**src/hdl/hcld_pkg.sv**
```systemverilog
package hcld_pkg;

    localparam int unsigned CodeLengthDefault = 8;
    localparam int unsigned MaxCodeLength = 8;
    localparam int unsigned SampleW = 10;
    localparam int unsigned SnapW = 16;
    localparam int unsigned SumW = 20;
    localparam int unsigned CorrW = 18;
    localparam int unsigned QuotW = 21;

    localparam logic [2:0] RegMin = 3'd0;
    localparam logic [2:0] RegMax = 3'd1;
    localparam logic [2:0] RegIdeal = 3'd2;
    localparam logic [2:0] RegCode = 3'd3;
    localparam logic [2:0] RegFrame = 3'd4;

    localparam logic [1:0] SymZero = 2'd0;
    localparam logic [1:0] SymOne = 2'd1;
    localparam logic [1:0] SymUnused = 2'd2;

    // Commands from the controller to the datapath.
    typedef struct packed {
        logic store;      // snap and store the accepted sample
        logic clr_acc;    // start a new row correlation
        logic acc;        // add one chip into the row sum
        logic div_start;  // load the divider with the row sum
        logic div_step;   // one restoring division step
        logic load_out;   // capture the finished result
    } t_cmd;

endpackage

```
**src/hdl/hcld_ctrl.sv**
```systemverilog
module hcld_ctrl #(
    parameter int unsigned CODE_LENGTH = hcld_pkg::CodeLengthDefault
) (
    input  logic            i_clk,
    input  logic            i_rst_n,
    input  logic            i_valid,
    output logic            o_ready,
    output logic            o_valid,
    input  logic            i_ready,
    output hcld_pkg::t_cmd  o_cmd,
    output logic [2:0]      o_row,
    output logic [2:0]      o_chip,
    output logic [2:0]      o_wr_idx,
    output logic            o_last
);

    localparam int unsigned DivSteps = hcld_pkg::QuotW;
    localparam logic [2:0] LastChip = 3'(CODE_LENGTH - 1);

    typedef enum logic [2:0] {S_IDLE, S_ACC, S_FLUSH, S_DIVL, S_DIV, S_OUT, S_WAIT} t_state;

    t_state      r_state, n_state;
    logic [2:0]  r_cnt, n_cnt;
    logic [2:0]  r_row, n_row;
    logic [2:0]  r_chip, n_chip;
    logic [4:0]  r_step, n_step;
    logic        r_valid, n_valid;
    logic        r_last, n_last;
    hcld_pkg::t_cmd w_cmd;

    assign o_ready  = (r_state == S_IDLE);
    assign o_valid  = r_valid;
    assign o_row    = r_row;
    assign o_chip   = r_chip;
    assign o_wr_idx = r_cnt;
    assign o_last   = r_last;
    assign o_cmd    = w_cmd;

    // Next state and datapath commands.
    always_comb begin
        n_state = r_state;
        n_cnt   = r_cnt;
        n_row   = r_row;
        n_chip  = r_chip;
        n_step  = r_step;
        n_valid = r_valid;
        n_last  = r_last;
        w_cmd   = '0;
        case (r_state)
            S_IDLE: begin
                if (i_valid) begin
                    w_cmd.store = 1'b1;
                    if (r_cnt == LastChip) begin
                        n_cnt   = '0;
                        n_row   = 3'd1;
                        n_chip  = '0;
                        n_state = S_ACC;
                    end else begin
                        n_cnt = r_cnt + 3'd1;
                    end
                end
            end
            S_ACC: begin
                w_cmd.acc = 1'b1;
                if (r_chip == 3'd0) begin
                    w_cmd.clr_acc = 1'b1;
                end
                if (r_chip == LastChip) begin
                    n_state = S_FLUSH;
                end else begin
                    n_chip = r_chip + 3'd1;
                end
            end
            // The last chip is still being added into the row sum.
            S_FLUSH: begin
                n_state = S_DIVL;
            end
            S_DIVL: begin
                w_cmd.div_start = 1'b1;
                n_step  = '0;
                n_state = S_DIV;
            end
            S_DIV: begin
                w_cmd.div_step = 1'b1;
                if (r_step == 5'(DivSteps - 1)) begin
                    n_state = S_OUT;
                end else begin
                    n_step = r_step + 5'd1;
                end
            end
            S_OUT: begin
                if (!r_valid || i_ready) begin
                    w_cmd.load_out = 1'b1;
                    n_valid = 1'b1;
                    n_last  = (r_row == LastChip);
                    if (r_row == LastChip) begin
                        n_state = S_WAIT;
                    end else begin
                        n_row   = r_row + 3'd1;
                        n_chip  = '0;
                        n_state = S_ACC;
                    end
                end else begin
                    n_valid = r_valid;
                end
            end
            S_WAIT: begin
                if (i_ready) begin
                    n_state = S_IDLE;
                end
            end
            default: n_state = S_IDLE;
        endcase
        if (r_valid && i_ready && !w_cmd.load_out) begin
            n_valid = 1'b0;
        end
    end

    // State and registered outputs.
    always_ff @(posedge i_clk) begin
        if (!i_rst_n) begin
            r_state <= S_IDLE;
            r_cnt   <= '0;
            r_row   <= '0;
            r_chip  <= '0;
            r_step  <= '0;
            r_valid <= 1'b0;
            r_last  <= 1'b0;
        end else begin
            r_state <= n_state;
            r_cnt   <= n_cnt;
            r_row   <= n_row;
            r_chip  <= n_chip;
            r_step  <= n_step;
            r_valid <= n_valid;
            r_last  <= n_last;
        end
    end

endmodule

```
**src/hdl/hcld_dp.sv**
```systemverilog
module hcld_dp #(
    parameter int unsigned CODE_LENGTH = hcld_pkg::CodeLengthDefault
) (
    input  logic                                  i_clk,
    input  logic                                  i_rst_n,
    input  hcld_pkg::t_cmd                        i_cmd,
    input  logic [2:0]                            i_row,
    input  logic [2:0]                            i_chip,
    input  logic [2:0]                            i_wr_idx,
    input  logic                                  i_last,
    input  logic [hcld_pkg::SampleW-1:0]          i_sample,
    input  logic [9:0]                            i_min,
    input  logic [9:0]                            i_max,
    input  logic [9:0]                            i_ideal,
    input  logic [63:0]                           i_code,
    input  logic [7:0]                            i_frame_len,
    output logic [2:0]                            o_code_index,
    output logic [7:0]                            o_bit_position,
    output logic [1:0]                            o_symbol,
    output logic signed [hcld_pkg::CorrW-1:0]     o_correlation_value,
    output logic                                  o_frame_done
);

    localparam int unsigned QW = hcld_pkg::QuotW;
    localparam int signed HalfN = CODE_LENGTH;

    logic [hcld_pkg::SnapW-1:0]          r_mem [CODE_LENGTH];
    logic [hcld_pkg::SnapW-1:0]          r_rd;
    logic [hcld_pkg::SnapW-1:0]          w_snap;
    logic signed [hcld_pkg::SumW-1:0]    r_sum;
    logic                                r_bit;
    logic                                r_acc_v;
    logic                                r_first;
    logic [QW-1:0]                       r_quot;
    logic [10:0]                         r_rem;
    logic                                r_neg;
    logic [9:0]                          w_div;
    logic [10:0]                         w_trial;
    logic signed [QW:0]                  w_corr;
    logic [7:0]                          r_bitcnt;
    logic                                w_done;

    // Snap the raw sample to a multiple of the ideal level.
    always_comb begin
        logic [12:0] lo, hi;
        w_snap = {6'd0, i_sample};
        for (int i = CODE_LENGTH - 1; i >= 0; i--) begin
            lo = 13'(i) * {3'd0, i_min};
            hi = 13'(i) * {3'd0, i_max};
            if ({3'd0, i_sample} >= lo && {3'd0, i_sample} <= hi) begin
                w_snap = 16'(13'(i) * {3'd0, i_ideal});
            end
        end
    end

    // Chip buffer with a registered read.
    always_ff @(posedge i_clk) begin
        if (i_cmd.store) begin
            r_mem[i_wr_idx[$clog2(CODE_LENGTH)-1:0]] <= w_snap;
        end
        r_rd <= r_mem[i_chip[$clog2(CODE_LENGTH)-1:0]];
        r_bit <= i_code[{i_row, i_chip}];
    end

    assign w_div   = (i_ideal == 10'd0) ? 10'd1 : i_ideal;
    assign w_trial = {r_rem[9:0], r_quot[QW-1]};
    assign w_done  = (r_bitcnt + 8'd1) >= i_frame_len;
    assign w_corr  = r_neg ? -$signed({1'b0, r_quot}) : $signed({1'b0, r_quot});

    // Row sum, then a restoring divide of -2*sum by the ideal level.
    always_ff @(posedge i_clk) begin
        if (!i_rst_n) begin
            r_acc_v  <= 1'b0;
            r_bitcnt <= '0;
        end else begin
            r_acc_v <= i_cmd.acc;
            if (i_cmd.load_out && i_last) begin
                r_bitcnt <= w_done ? 8'd0 : r_bitcnt + 8'd1;
            end
        end
        r_first <= i_cmd.clr_acc;
        if (r_acc_v) begin
            r_sum <= (r_first ? '0 : r_sum) + (r_bit ? -$signed({4'd0, r_rd})
                                                    : $signed({4'd0, r_rd}));
        end
        if (i_cmd.div_start) begin
            r_neg  <= ~r_sum[hcld_pkg::SumW-1] && (r_sum != '0);
            r_quot <= r_sum[hcld_pkg::SumW-1] ? QW'(-(r_sum <<< 1)) : QW'(r_sum <<< 1);
            r_rem  <= '0;
        end else if (i_cmd.div_step) begin
            if (w_trial >= {1'b0, w_div}) begin
                r_rem <= w_trial - {1'b0, w_div};
                r_quot <= {r_quot[QW-2:0], 1'b1};
            end else begin
                r_rem <= w_trial;
                r_quot <= {r_quot[QW-2:0], 1'b0};
            end
        end
        if (i_cmd.load_out) begin
            o_code_index        <= i_row - 3'd1;
            o_bit_position      <= r_bitcnt;
            o_correlation_value <= w_corr[hcld_pkg::CorrW-1:0];
            o_frame_done        <= w_done;
            if ((w_corr <<< 1) > HalfN) begin
                o_symbol <= hcld_pkg::SymZero;
            end else if ((w_corr <<< 1) < -HalfN) begin
                o_symbol <= hcld_pkg::SymOne;
            end else begin
                o_symbol <= hcld_pkg::SymUnused;
            end
        end
    end

endmodule

```
**src/hdl/hadamard_cdma_light_decoder.sv**
```systemverilog
// Light-sensor CDMA despreader. One ADC sample is taken per chip and snapped to
// a multiple of the ideal LED level. Samples are stored as they arrive until the last
// chip of a period; that item then produces CODE_LENGTH-1 results, one per code
// row except row 0, each through accumulate, serial divide and output steps, and
// the input is held until all of them are taken. The divider gives one bit per cycle.
module hadamard_cdma_light_decoder #(
    parameter int unsigned CODE_LENGTH = hcld_pkg::CodeLengthDefault
) (
    input  logic               i_clk,
    input  logic               i_rst_n,
    input  logic               psel,
    input  logic               penable,
    input  logic               pwrite,
    input  logic [5:0]         paddr,
    input  logic [63:0]        pwdata,
    output logic [63:0]        prdata,
    output logic               pready,
    input  logic               i_valid,
    output logic               o_ready,
    input  logic [9:0]         i_sample,
    output logic               o_valid,
    input  logic               i_ready,
    output logic [2:0]         o_code_index,
    output logic [7:0]         o_bit_position,
    output logic [1:0]         o_symbol,
    output logic signed [17:0] o_correlation_value,
    output logic               o_last,
    output logic               o_frame_done
);

    logic [9:0]  r_min, r_max, r_ideal;
    logic [63:0] r_code;
    logic [7:0]  r_frame;
    logic [2:0]  w_idx;
    hcld_pkg::t_cmd w_cmd;
    logic [2:0]  w_row, w_chip, w_wr;

    assign pready = 1'b1;
    assign w_idx  = paddr[5:3];

    // Configuration registers.
    always_ff @(posedge i_clk) begin
        if (!i_rst_n) begin
            r_min   <= 10'd80;
            r_max   <= 10'd160;
            r_ideal <= 10'd120;
            r_code  <= '0;
            r_frame <= 8'd8;
        end else if (psel && penable && pwrite) begin
            case (w_idx)
                hcld_pkg::RegMin:   r_min   <= pwdata[9:0];
                hcld_pkg::RegMax:   r_max   <= pwdata[9:0];
                hcld_pkg::RegIdeal: r_ideal <= pwdata[9:0];
                hcld_pkg::RegCode:  r_code  <= pwdata;
                hcld_pkg::RegFrame: r_frame <= pwdata[7:0];
                default: ;
            endcase
        end
    end

    // Register read back.
    always_comb begin
        case (w_idx)
            hcld_pkg::RegMin:   prdata = {54'd0, r_min};
            hcld_pkg::RegMax:   prdata = {54'd0, r_max};
            hcld_pkg::RegIdeal: prdata = {54'd0, r_ideal};
            hcld_pkg::RegCode:  prdata = r_code;
            hcld_pkg::RegFrame: prdata = {56'd0, r_frame};
            default:            prdata = '0;
        endcase
    end

    hcld_ctrl #(.CODE_LENGTH(CODE_LENGTH)) u_ctrl (
        .i_clk, .i_rst_n, .i_valid, .o_ready, .o_valid, .i_ready,
        .o_cmd(w_cmd), .o_row(w_row), .o_chip(w_chip), .o_wr_idx(w_wr), .o_last
    );

    hcld_dp #(.CODE_LENGTH(CODE_LENGTH)) u_dp (
        .i_clk, .i_rst_n, .i_cmd(w_cmd), .i_row(w_row), .i_chip(w_chip),
        .i_wr_idx(w_wr), .i_last(w_row == 3'(CODE_LENGTH - 1)), .i_sample,
        .i_min(r_min), .i_max(r_max), .i_ideal(r_ideal), .i_code(r_code),
        .i_frame_len(r_frame), .o_code_index, .o_bit_position, .o_symbol,
        .o_correlation_value, .o_frame_done
    );

endmodule

```
**config.mk**
```make
export PLATFORM = sky130hd
export DESIGN_NAME = hadamard_cdma_light_decoder
export DESIGN_NICKNAME = d
export VERILOG_FILES = /design/src/hdl/hcld_pkg.sv /design/src/hdl/hcld_ctrl.sv /design/src/hdl/hcld_dp.sv /design/src/hdl/hadamard_cdma_light_decoder.sv
export SDC_FILE = /design/constraint.sdc
export NUM_CORES = 1
export LEC_CHECK = 0
export BUFFER_PORTS_ARGS = -buffer_cell sky130_fd_sc_hd__buf_2
export CORE_UTILIZATION = 55
export DETAILED_ROUTE_END_ITERATION = 7
export PLACE_DENSITY = 0.73
export SLEW_MARGIN = 20
export SYNTH_ARGS = -nofsm -noshare
export SYNTH_HDL_FRONTEND = slang
export SYNTH_SLANG_ARGS = --single-unit
```
**constraint.sdc**
```tcl
create_clock -name i_clk -period 6.77 [get_ports i_clk]
set_clock_uncertainty 0.2 [all_clocks]
set_input_delay 2.031 -clock i_clk [delete_from_list [all_inputs] [get_ports i_clk]]
set_output_delay 2.031 -clock i_clk [all_outputs]
set_load 0.02 [all_outputs]
```
==> results of run 1 <==
-- cells in the mapped netlist, drive strengths merged, types with 49 or more instances --
| master | n | share of area [%] |
|---|---|---|
| edfxtp | 178 | 22 |
| a21oi | 91 | 1.9 |
| a21boi | 83 | 2.6 |
| inv | 124 | 1.9 |
| o21ai | 132 | 2.7 |
| nor2b | 78 | 2.0 |
| clkbuf | 79 | 1.2 |
| ha | 288 | 15 |
| dfxtp | 155 | 13 |
| nor2 | 94 | 1.5 |
| mux4 | 49 | 4.6 |
| nand3 | 56 | 1.2 |
| nand2 | 320 | 5.0 |
| and3 | 71 | 1.8 |
| xnor2 | 67 | 2.4 |
| xor2 | 64 | 2.3 |
-- worst max-delay path, cell delays in order, from the launching register on --
cell and delay, ns:
sky130_fd_sc_hd__dfxtp_1 0.68, sky130_fd_sc_hd__ha_1 0.35, sky130_fd_sc_hd__ha_1 0.23, sky130_fd_sc_hd__fa_1 0.40
sky130_fd_sc_hd__a21o_1 0.17, sky130_fd_sc_hd__a21oi_1 0.26, sky130_fd_sc_hd__o21ai_0 0.12, sky130_fd_sc_hd__a21oi_1 0.19
sky130_fd_sc_hd__xor2_1 0.11, sky130_fd_sc_hd__ha_1 0.31, sky130_fd_sc_hd__nand3_1 0.11, sky130_fd_sc_hd__or4_1 0.51
sky130_fd_sc_hd__nand3_1 0.10, sky130_fd_sc_hd__a21oi_1 0.05, sky130_fd_sc_hd__o21ai_0 0.31, sky130_fd_sc_hd__nand3_1 0.54
sky130_fd_sc_hd__nand2b_1 0.47, sky130_fd_sc_hd__o32a_1 0.41, sky130_fd_sc_hd__a311o_1 0.34, sky130_fd_sc_hd__a21oi_1 0.25
sky130_fd_sc_hd__buf_4 0.20
-- logic make-up after synthesis --
group	Yosys count	synth area share, %
other	1	0.01556
DFF	333	35.04
adders and majority gates	326	18.10
buffers and inverters	218	3.436
AOI/OAI and AO/OA	552	15.23
muxes	113	7.344
xor gates and xnor gates	131	4.759
and+or+nand+nor	792	16.06
-- layout by cell type, fill, tap and decap left out, types with 21 or more instances in the layout --
| cell | instances |
|---|---|
| sky130_fd_sc_hd__o211ai_1 | 21 |
| sky130_fd_sc_hd__nor2b_1 | 77 |
| sky130_fd_sc_hd__nand3_1 | 56 |
| sky130_fd_sc_hd__and3_1 | 71 |
| sky130_fd_sc_hd__a21oi_1 | 91 |
| sky130_fd_sc_hd__nand2_1 | 319 |
| sky130_fd_sc_hd__o31ai_1 | 22 |
| sky130_fd_sc_hd__a21o_1 | 47 |
| sky130_fd_sc_hd__nor2_1 | 93 |
| sky130_fd_sc_hd__xor2_1 | 64 |
| sky130_fd_sc_hd__edfxtp_1 | 178 |
| sky130_fd_sc_hd__buf_4 | 57 |
| sky130_fd_sc_hd__mux2_2 | 21 |
| sky130_fd_sc_hd__nand2b_1 | 25 |
| sky130_fd_sc_hd__a21boi_0 | 83 |
| sky130_fd_sc_hd__mux2i_1 | 43 |
| sky130_fd_sc_hd__o21ai_0 | 131 |
| sky130_fd_sc_hd__nor3_1 | 34 |
| sky130_fd_sc_hd__fa_1 | 38 |
| sky130_fd_sc_hd__buf_2 | 181 |
| sky130_fd_sc_hd__mux4_2 | 49 |
| sky130_fd_sc_hd__xnor2_1 | 67 |
| sky130_fd_sc_hd__dfxtp_1 | 153 |
| sky130_fd_sc_hd__ha_1 | 288 |
| sky130_fd_sc_hd__clkbuf_16 | 36 |
| sky130_fd_sc_hd__or3_1 | 23 |
| sky130_fd_sc_hd__inv_1 | 124 |
-- metrics by stage --
stage	setup slack, ns	instances	hold slack (ns)	power (mW)	utilization, %
4_1_cts	0.3484	3262	0.2816	6.585	62.75
2_1_floorplan	1.245	2466	0.2483	4.025	-
3_3_place_gp	0.5250	3196	0.2617	4.472	59.94
3_5_place_dp	0.4309	3196	0.2728	4.551	59.94
6_report	0.2621	3262	0.2834	6.559	62.79
5_1_grt	0.06370	3262	0.3001	6.882	62.79
-- power groups by stage --
| stage | registers, mW | clock network (mW) | logic, mW |
|---|---|---|---|
| after floorplan | 2.63 | 0 | 1.39 |
| after global placement | 2.77 | 0 | 1.71 |
| after detailed placement | 2.78 | 0 | 1.77 |
| after CTS | 2.74 | 2.05 | 1.79 |
| after global routing | 2.78 | 2.12 | 1.98 |
| final | 2.74 | 2.03 | 1.79 |
-- state kept, by name (all words and copies together) (netlist names), 10 cells and up --
signal                    cells
r_code                       64
r_ideal                      10
r_max                        10
r_min                        10
u_dp.o_correlation_value     18
u_dp.r_mem                  104
u_dp.r_quot                  21
u_dp.r_rd                    13
u_dp.r_rem                   10
u_dp.r_sum                   20
-- metal layers --
metal / up-vias / global-route usage [%] / part of all wire (%)
li1: 9391 / - / -
met5: - / 0 / 0
met3: 116 / 4.732 / 6.5
met2: 632 / 47.40 / 48
met4: 0 / 7.571 / 2.5
met1: 9478 / 37.21 / 44
-- final timing paths --
path | start | end | cells past startpoint
worst max-delay path | r_max[3] | u_dp.r_mem[2][9] | 20
worst min-delay path | r_code[38] | r_code[38] | 2
worst min register to register | r_code[38] | r_code[38] | 2
worst max register to register | r_max[3] | u_dp.r_mem[2][9] | 20
-- cell type report --
class / instances / area, µm² / area share, %
inverter: 124 / 465.4 / 1.717
clock inverter: 24 / 281.5 / 1.039
timing repair buffer: 239 / 1345 / 4.962
clock buffer: 42 / 933.4 / 3.443
tap: 585 / 732.0 / 2.700
multi-input combinational: 1915 / 14900 / 54.96
sequential: 333 / 8453 / 31.18
==> results.md, run 1 <==
Worst setup path:
- The setup slack of the worst register-to-register path is ~0.26 ns.
- In this run the worst path has a maximum fanout of 11.
- STA classifies the critical path startpoint as a flop.
- The endpoint arrival time on the critical path is 6.71 ns.
- The critical path capture point type is a flop.
- The required time of the critical path is 6.97 ns.
- The startpoint-to-endpoint class of the critical path is reg2reg.

Yosys:
- Synthesis handed over a netlist of 2466 instances.
- The prevailing post-synth register cell is sky130_fd_sc_hd__edfxtp_1.
- The number of library cell types mapped by synthesis is 78.
- The number of warnings issued by yosys is 0.
- After synthesis, flip-flops and latches occupy 35.04% of the total area.
- The number of flops mapped to enable cells by yosys is 178.
- The number of storage elements in the synthesis netlist is 333.
- In the synthesized netlist the async set-or-reset flop fraction comes to 0%.
- A synthesized cell averages 9.776 µm².
- The mapped cell area is 24110 µm².
- Synthesis produced a netlist with a net count of 2879.

Final layout:
- The final layout contains 3062 nets.
- The fill cell instance count of the final layout is 3520.
- From synthesis to final layout, the design area changed by 12.45%.
- Once layout is done, the placed cells without fillers occupy roughly 27000 µm².
- Of the cells placed in the final design, the portion with a size suffix greater than 1 is 15.02%.
- The count of antenna diodes in the layout is 0.

Clocking:
- The source-to-sink clock delay at the later pin of the worst-skew pair is 0.56 ns.
- The H-tree generated during clock tree synthesis spans 2 levels.
- For this design, the CTS-stage hold fixing added 0 buffers.
- Clock tree synthesis inserted a total of 36 buffers.
- Counting every sink on the clock net gives 333.
- After clock tree synthesis, the clock-pin slew on the worst setup and hold paths is 0.07 ns.
- The maximum buffer depth of the clock tree is 3.
- Once the clock tree was built, the setup fixing pass inserted 0 buffers.
- TritonCTS built the clock tree.
- The root buffer selected by CTS is sky130_fd_sc_hd__clkbuf_16.
- Gates resized during post-CTS repair numbered 0.

Floorplanning:
- The floorplan step defined a die boundary enclosing 44670 µm².
- The initial cell density of the core is 55.84%.
- The core region is ~43000 µm².
- The die is ~210 µm wide.
- The count of boundary I/O pins is 187.
- Row generation in the floorplan step produced 76 rows.
- The die is 211.4 µm tall.

Placed design:
- Routability-driven placement finished with a final weighted congestion of just under 1.
- The detailed-placement wirelength estimate is about 46000 µm.
- During placement, the flow inserted port buffers numbering 182.
- The total placed instance area is between 20000 and 30000 µm².

Run:
- The tool flagged a number of max-cap violations equal to 0.

GRT:
- The first-pass GRT wire length is 100200 µm.
- Across every metal layer, demand over resource in global routing totals 28.09%.
- The via count of the first global-routing pass is 19179.
- For this run the aggregate overflow at the end of global routing stands at 0.
- The number of antenna violations at the first check in global routing came to 0.
- Entering global routing, the biggest net connects 135 pins.

Route:
- The vias after detailed routing is 19617.
- The number of nets still failing antenna checks after routing is 0.
- The routed wire length is between 60000 and 70000 µm.
- The routed wire length per instance is slightly below 20 µm.
- The number of remaining DRC errors is 0.
- Before antenna repair, the detailed router went through 6 iterations.
- The number of vias per cell after detailed routing is between 6 and 7.
- The detailed router finished its first iteration with 1431 violations.

Power and ir drop:
- Power spread over the standard cell area amounts to 242.0 nW/µm².
- The switching share of total power is 32.54%.
- The worst-case IR drop observed on VDD is ~0.20 mV.
- The internal portion of total power is 4.425 mW.
- Per report_power, the sequential group accounts for 41.8% of the total.
- The analysis attributes to net switching a power of 2.134 mW.
- Summed over all cells, the static leakage comes to 11.53 nW.
- The combinational fraction of design power is 27.3%.
- The relative contribution of the clock network to total power is 30.9%.

Timing:
- Setup violations remaining at the end of the flow were counted as 0.
- The clock period minus final worst setup slack is 6.508 ns.
- The max-slew violation total from the final report is 0.
- For the final routed database, the setup TNS stands at 0 ns.
- The final count of hold timing violations is 0.
- Setup repair after global routing left no endpoint under its margin.
- For the pin with the worst max-slew slack, the measured transition is 0.9905 ns.
- The final critical path takes up between 90 and 100% of the cycle.
- The maximum achievable frequency is 153.7 MHz.
- The tightest slew margin relative to the limit is 33.76%.

Worst hold path:
- The path class of the tightest hold or removal check is reg2reg.

Run status:
- The flow ran to the end, and the final reports show no timing, DRC or antenna violations.
No activity file was read; power rests on OpenSTA's default activity.
==> run 2, diff against run 1 <==
--- a/config.mk
+++ b/config.mk
@@ -9,7 +9,8 @@
 export CORE_UTILIZATION = 55
 export DETAILED_ROUTE_END_ITERATION = 7
 export PLACE_DENSITY = 0.73
-export SLEW_MARGIN = 20
+export SLEW_MARGIN = 25
 export SYNTH_ARGS = -nofsm -noshare
 export SYNTH_HDL_FRONTEND = slang
+export SYNTH_HIERARCHICAL = 1
 export SYNTH_SLANG_ARGS = --single-unit
==> run 2 against run 1 <==
  * Final cell count up 0.49%
  * Synthesized area up 3.0%
  * Sequential power down 19%
  * Clock power down 9%
  * Critical path type unchanged
==> results.md, run 2 <==
Yosys:
- The number of warnings issued by yosys is 6.
- The biggest area contributor in the post-synthesis netlist is sky130_fd_sc_hd__edfxtp_1.
- In the synthesized netlist, the number of instances is around 2500.
- The number of nets in the synthesized netlist is 2901.
- For this run, the leading register cell type out of synthesis is sky130_fd_sc_hd__edfxtp_1.
- By area the synthesized netlist is led by sky130_fd_sc_hd__edfxtp_1 22%, sky130_fd_sc_hd__ha_1 15%, sky130_fd_sc_hd__dfxtp_1 12%.
- Sorting the synthesized cells by how often they occur yields 289 x sky130_fd_sc_hd__ha_1, 260 x sky130_fd_sc_hd__nand2_1, 178 x sky130_fd_sc_hd__edfxtp_1, 155 x sky130_fd_sc_hd__dfxtp_1, 134 x sky130_fd_sc_hd__a21oi_1.
- The average instance in the mapped netlist occupies 9.982 µm².
- The proportion of netlist area held by the largest area contributor is about 22%.
- The synthesized design contains 333 register bits.
- The post-synthesis sequential area ratio is between 30% and 40%.
- The mapped netlist covers 24830 µm².
- The number of library cell types mapped by synthesis is between 100 and 150.
- The fraction of synthesis flops using an asynchronous set or reset pin is 0%.
- The number of flops mapped to enable cells by yosys is 178.
- The most repeated cell in the gate-level netlist after synthesis is sky130_fd_sc_hd__ha_1.

Worst setup path:
- By instance count, the cell type seen most on the critical path is sky130_fd_sc_hd__ha_1.
- The terminus of the critical flop-to-flop path is u_dp/r_mem[4][8].
- The required time of the critical path is 6.88 ns.
- STA classifies the critical path endpoint as a flop.
- The depth of the worst register-to-register path is 17.
- For flop-to-flop paths, the worst setup slack is 0.68 ns.
- The slowest library cell on the worst path is sky130_fd_sc_hd__a211oi_1.
- The endpoint arrival time on the critical path is 6.20 ns.
- The worst setup path is of the reg2reg kind.
- STA classifies the critical path startpoint as a flop.
- The worst register-to-register path begins at r_max[4].
- Walking the worst path, the cells encountered are ha_1, ha_1, a21oi_1, nand2_1, a21o_1, a21oi_1, xor2_1, ha_1, nand3_1, nor3_1, o31ai_1, a211oi_1, or3_1, nor3_1, a2111oi_0, a21boi_1, o21a_1.
- Along the worst path, the maximum fanout reaches 15.
- The largest stage delay on the critical path is 0.79 ns.

Clocking:
- Clock tree synthesis selected as its root buffer the cell sky130_fd_sc_hd__clkbuf_16.
- The CTS tree is built.
- The later pin in the worst-skew pair is clocked with a latency of 0.54 ns.
- The number of buffers added by the clock tree synthesis step is 35.
- The number of levels in the clock H-tree is 2.
- For this design, the sink count on the clock tree is between 300 and 400.
- The clock transition at the registers of the reported paths is 0.06 ns.
- After clock tree synthesis, the repair step resized 0 gates.
- Once the clock tree was built, the setup fixing pass inserted 0 buffers.
- Counting along the longest clock path gives a buffer depth of 3.
- The count of hold buffers inserted by post-cts repair is 0.

Final layout:
- Leaving out fill and tap cells, the most frequent cell in the layout is sky130_fd_sc_hd__ha_1.
- The count of antenna diodes in the layout is 0.
- In the layout the commonest cells are 289 x sky130_fd_sc_hd__ha_1, 260 x sky130_fd_sc_hd__nand2_1, 181 x sky130_fd_sc_hd__buf_2.
- The register with the most flip-flops in the layout has 104 of them.
- Cells fill 61.93% of the core in the end.
- The number of nets at the end of the flow is 3073.
- Relative to the synthesized area, the layout overhead comes to 10.79%.
- The share of cells above drive strength 1 is 14.56%.

Run status:
- The flow ran to the end, and the final reports show no timing, DRC or antenna violations.

Floorplanning:
- The count of boundary I/O pins is 187.
- The core area is between 40000 and 50000 µm².
- The number of core rows is 77.
- The die outline width is 214.5 µm.
- Once the floorplan was initialized, standard cells occupied 55.90% of the core.
- The total die area is roughly 46000 µm².
- Measured along the y axis, the die boundary spans 214.5 µm.

Route:
- The vias after detailed routing is 20205.
- The number of vias per cell after detailed routing is 6.164.
- The count of nets left with antenna violations once routing finished came out at 0.
- The first TritonRoute pass finished after 7 iterations.
- The detailed router finished its first iteration with between 1500 and 2000 violations.
- Wires add up to 63460 µm.
- After detailed routing, the number of remaining DRC violations is 0.
- The routed wire length per instance is 19.36 µm.

Placed design:
- The congestion estimate from routability-driven global placement came to ~0.92.
- Input and output buffers added on the ports amount to 182.
- Detailed placement ended at an HPWL of 46060 µm.
- Timing analysis after detailed placement gives a worst setup slack of 0.6990 ns.

Timing:
- Setup slack on the critical path of the routed design comes to 0.6844 ns.
- The worst-margin pin slew is between 1 and 1.5 ns.
- The worst pin sits at a relative slew slack of 31.50%.
- After layout, the worst path uses roughly 90% of the clock period.
- Setup violations remaining at the end of the flow were counted as 0.
- The max-slew violation total from the final report is 0.
- The final count of hold timing violations is 0.
- Setup repair after global routing left no endpoint under its margin.
- The aggregate negative setup slack is 0 ns.
- The clock period minus final worst setup slack is 6.086 ns.
- Based on the critical path, the design can be clocked at up to approximately 160 MHz.

Worst hold path:
- The beginning of the worst hold path is r_code[25].
- The number of cells on the worst hold path is 2.
- The worst hold path belongs to the class reg2reg.
- The worst-case hold path end point is r_code[25].

Run:
- Across the run, the number of max-cap violations was 0.

GRT:
- The first global-routing pass estimated 103700 µm of wire.
- The via count of the first global-routing pass is approximately 20000.
- After global routing the overflow that remains totals 0.
- Entering global routing, the biggest net connects 140 pins.
- The global-route total usage across every layer is 27.52%.
- The number of antenna violations at the first check in global routing came to 0.

Power and ir drop:
- The static leakage is 11.22 nW.
- The peak supply drop is 0.1482 mV.
- Power spread over the standard cell area amounts to 170.7 nW/µm².
-- run 2: changes by cell type after synthesis, sizes merged, moves of 13 or more --
cell	delta
a211oi	+21
a21boi	-77
a21o	-15
a21oi	+45
and2	+48
and3	-55
buf	+18
clkbuf	-22
mux2i	+65
nand2	-59
nor2	+40
nor2b	-24
o21a	+13
o21ai	-30
-- run 2: critical path: cells and delay by family, from the launching register on --
| kind | cells | cell delay (ns) |
|---|---|---|
| fa+ha+maj | 3 | 1.03 |
| xor+xnor | 1 | 0.10 |
| compound gates | 8 | 2.62 |
| flops | 1 | 0.78 |
| simple gates | 5 | 1.12 |
-- run 2: worst max path at each step --
stage                                    to  slack [ns]        start  cells after the start
final                      u_dp/r_mem[4][8]        0.68     r_max[4]                     17
after global placement     u_dp/r_mem[2][6]        0.82     r_max[2]                     18
after global routing       u_dp/r_mem[1][3]        0.30     r_max[4]                     17
after detailed placement   u_dp/r_mem[1][3]        0.70  i_sample[7]                     11
after floorplan           u_dp/r_mem[0][11]        1.30  i_sample[7]                     11
after CTS                  u_dp/r_mem[6][6]        0.72     r_max[2]                     18
-- run 2: report_power, final --
part / internal (mW) / leakage (nW) / switching [mW]
registers: 2.19 / 2.84 / 0.0234
logic: 0.248 / 7.84 / 0.384
clock network: 1.04 / 0.542 / 0.806
-- run 2: routing by layer --
metal | vias to the layer above | global-route usage, % | part of all wire, %
met3 | 114 | 3.901 | 6.2
met1 | 9816 | 37.28 | 44
met5 | - | 0 | 0
met2 | 714 | 45.94 | 48
li1 | 9561 | - | -
met4 | 0 | 7.643 | 2.1
-- run 2: kinds of logic (layout without fill, tap and decap cells) --
| family | count (synthesis) | in the layout | share of synthesized area [%] |
|---|---|---|---|
| XOR/XNOR | 130 | 130 | 4.586 |
| adder cells (fa/ha/maj) | 327 | 327 | 17.63 |
| AND/OR/NAND/NOR | 772 | 772 | 15.88 |
| multiplexers | 179 | 179 | 9.797 |
| other | 1 | 1 | 0.01510 |
| AO/OA/AOI/OAI | 541 | 541 | 14.56 |
| flip-flops | 333 | 333 | 34.03 |
| buffers and inverters | 204 | 403 | 3.513 |
-- run 2: area by class of cell --
| type | instances | area (µm²) |
|---|---|---|
| Sequential cell | 333 | 8453 |
| Tap cell | 592 | 740.7 |
| Multi-Input combinational cell | 1950 | 15540 |
| Inverter | 114 | 427.9 |
| Clock inverter | 17 | 147.6 |
| Fill cell | 3614 | 16910 |
| Timing Repair Buffer | 225 | 1244 |
| Clock buffer | 47 | 954.7 |
-- run 2: stage by stage --
step | power [mW] | std cells | area, µm² | hold WS [ns]
after floorplan | 2.667 | 2487 | 24830 | 0.2400
after global placement | 2.846 | 3214 | 26390 | 0.2492
after detailed placement | 2.873 | 3214 | 26390 | 0.2619
after CTS | 4.719 | 3278 | 27490 | 0.2704
after global routing | 4.871 | 3278 | 27510 | 0.2796
final | 4.694 | 3278 | 27510 | 0.2687
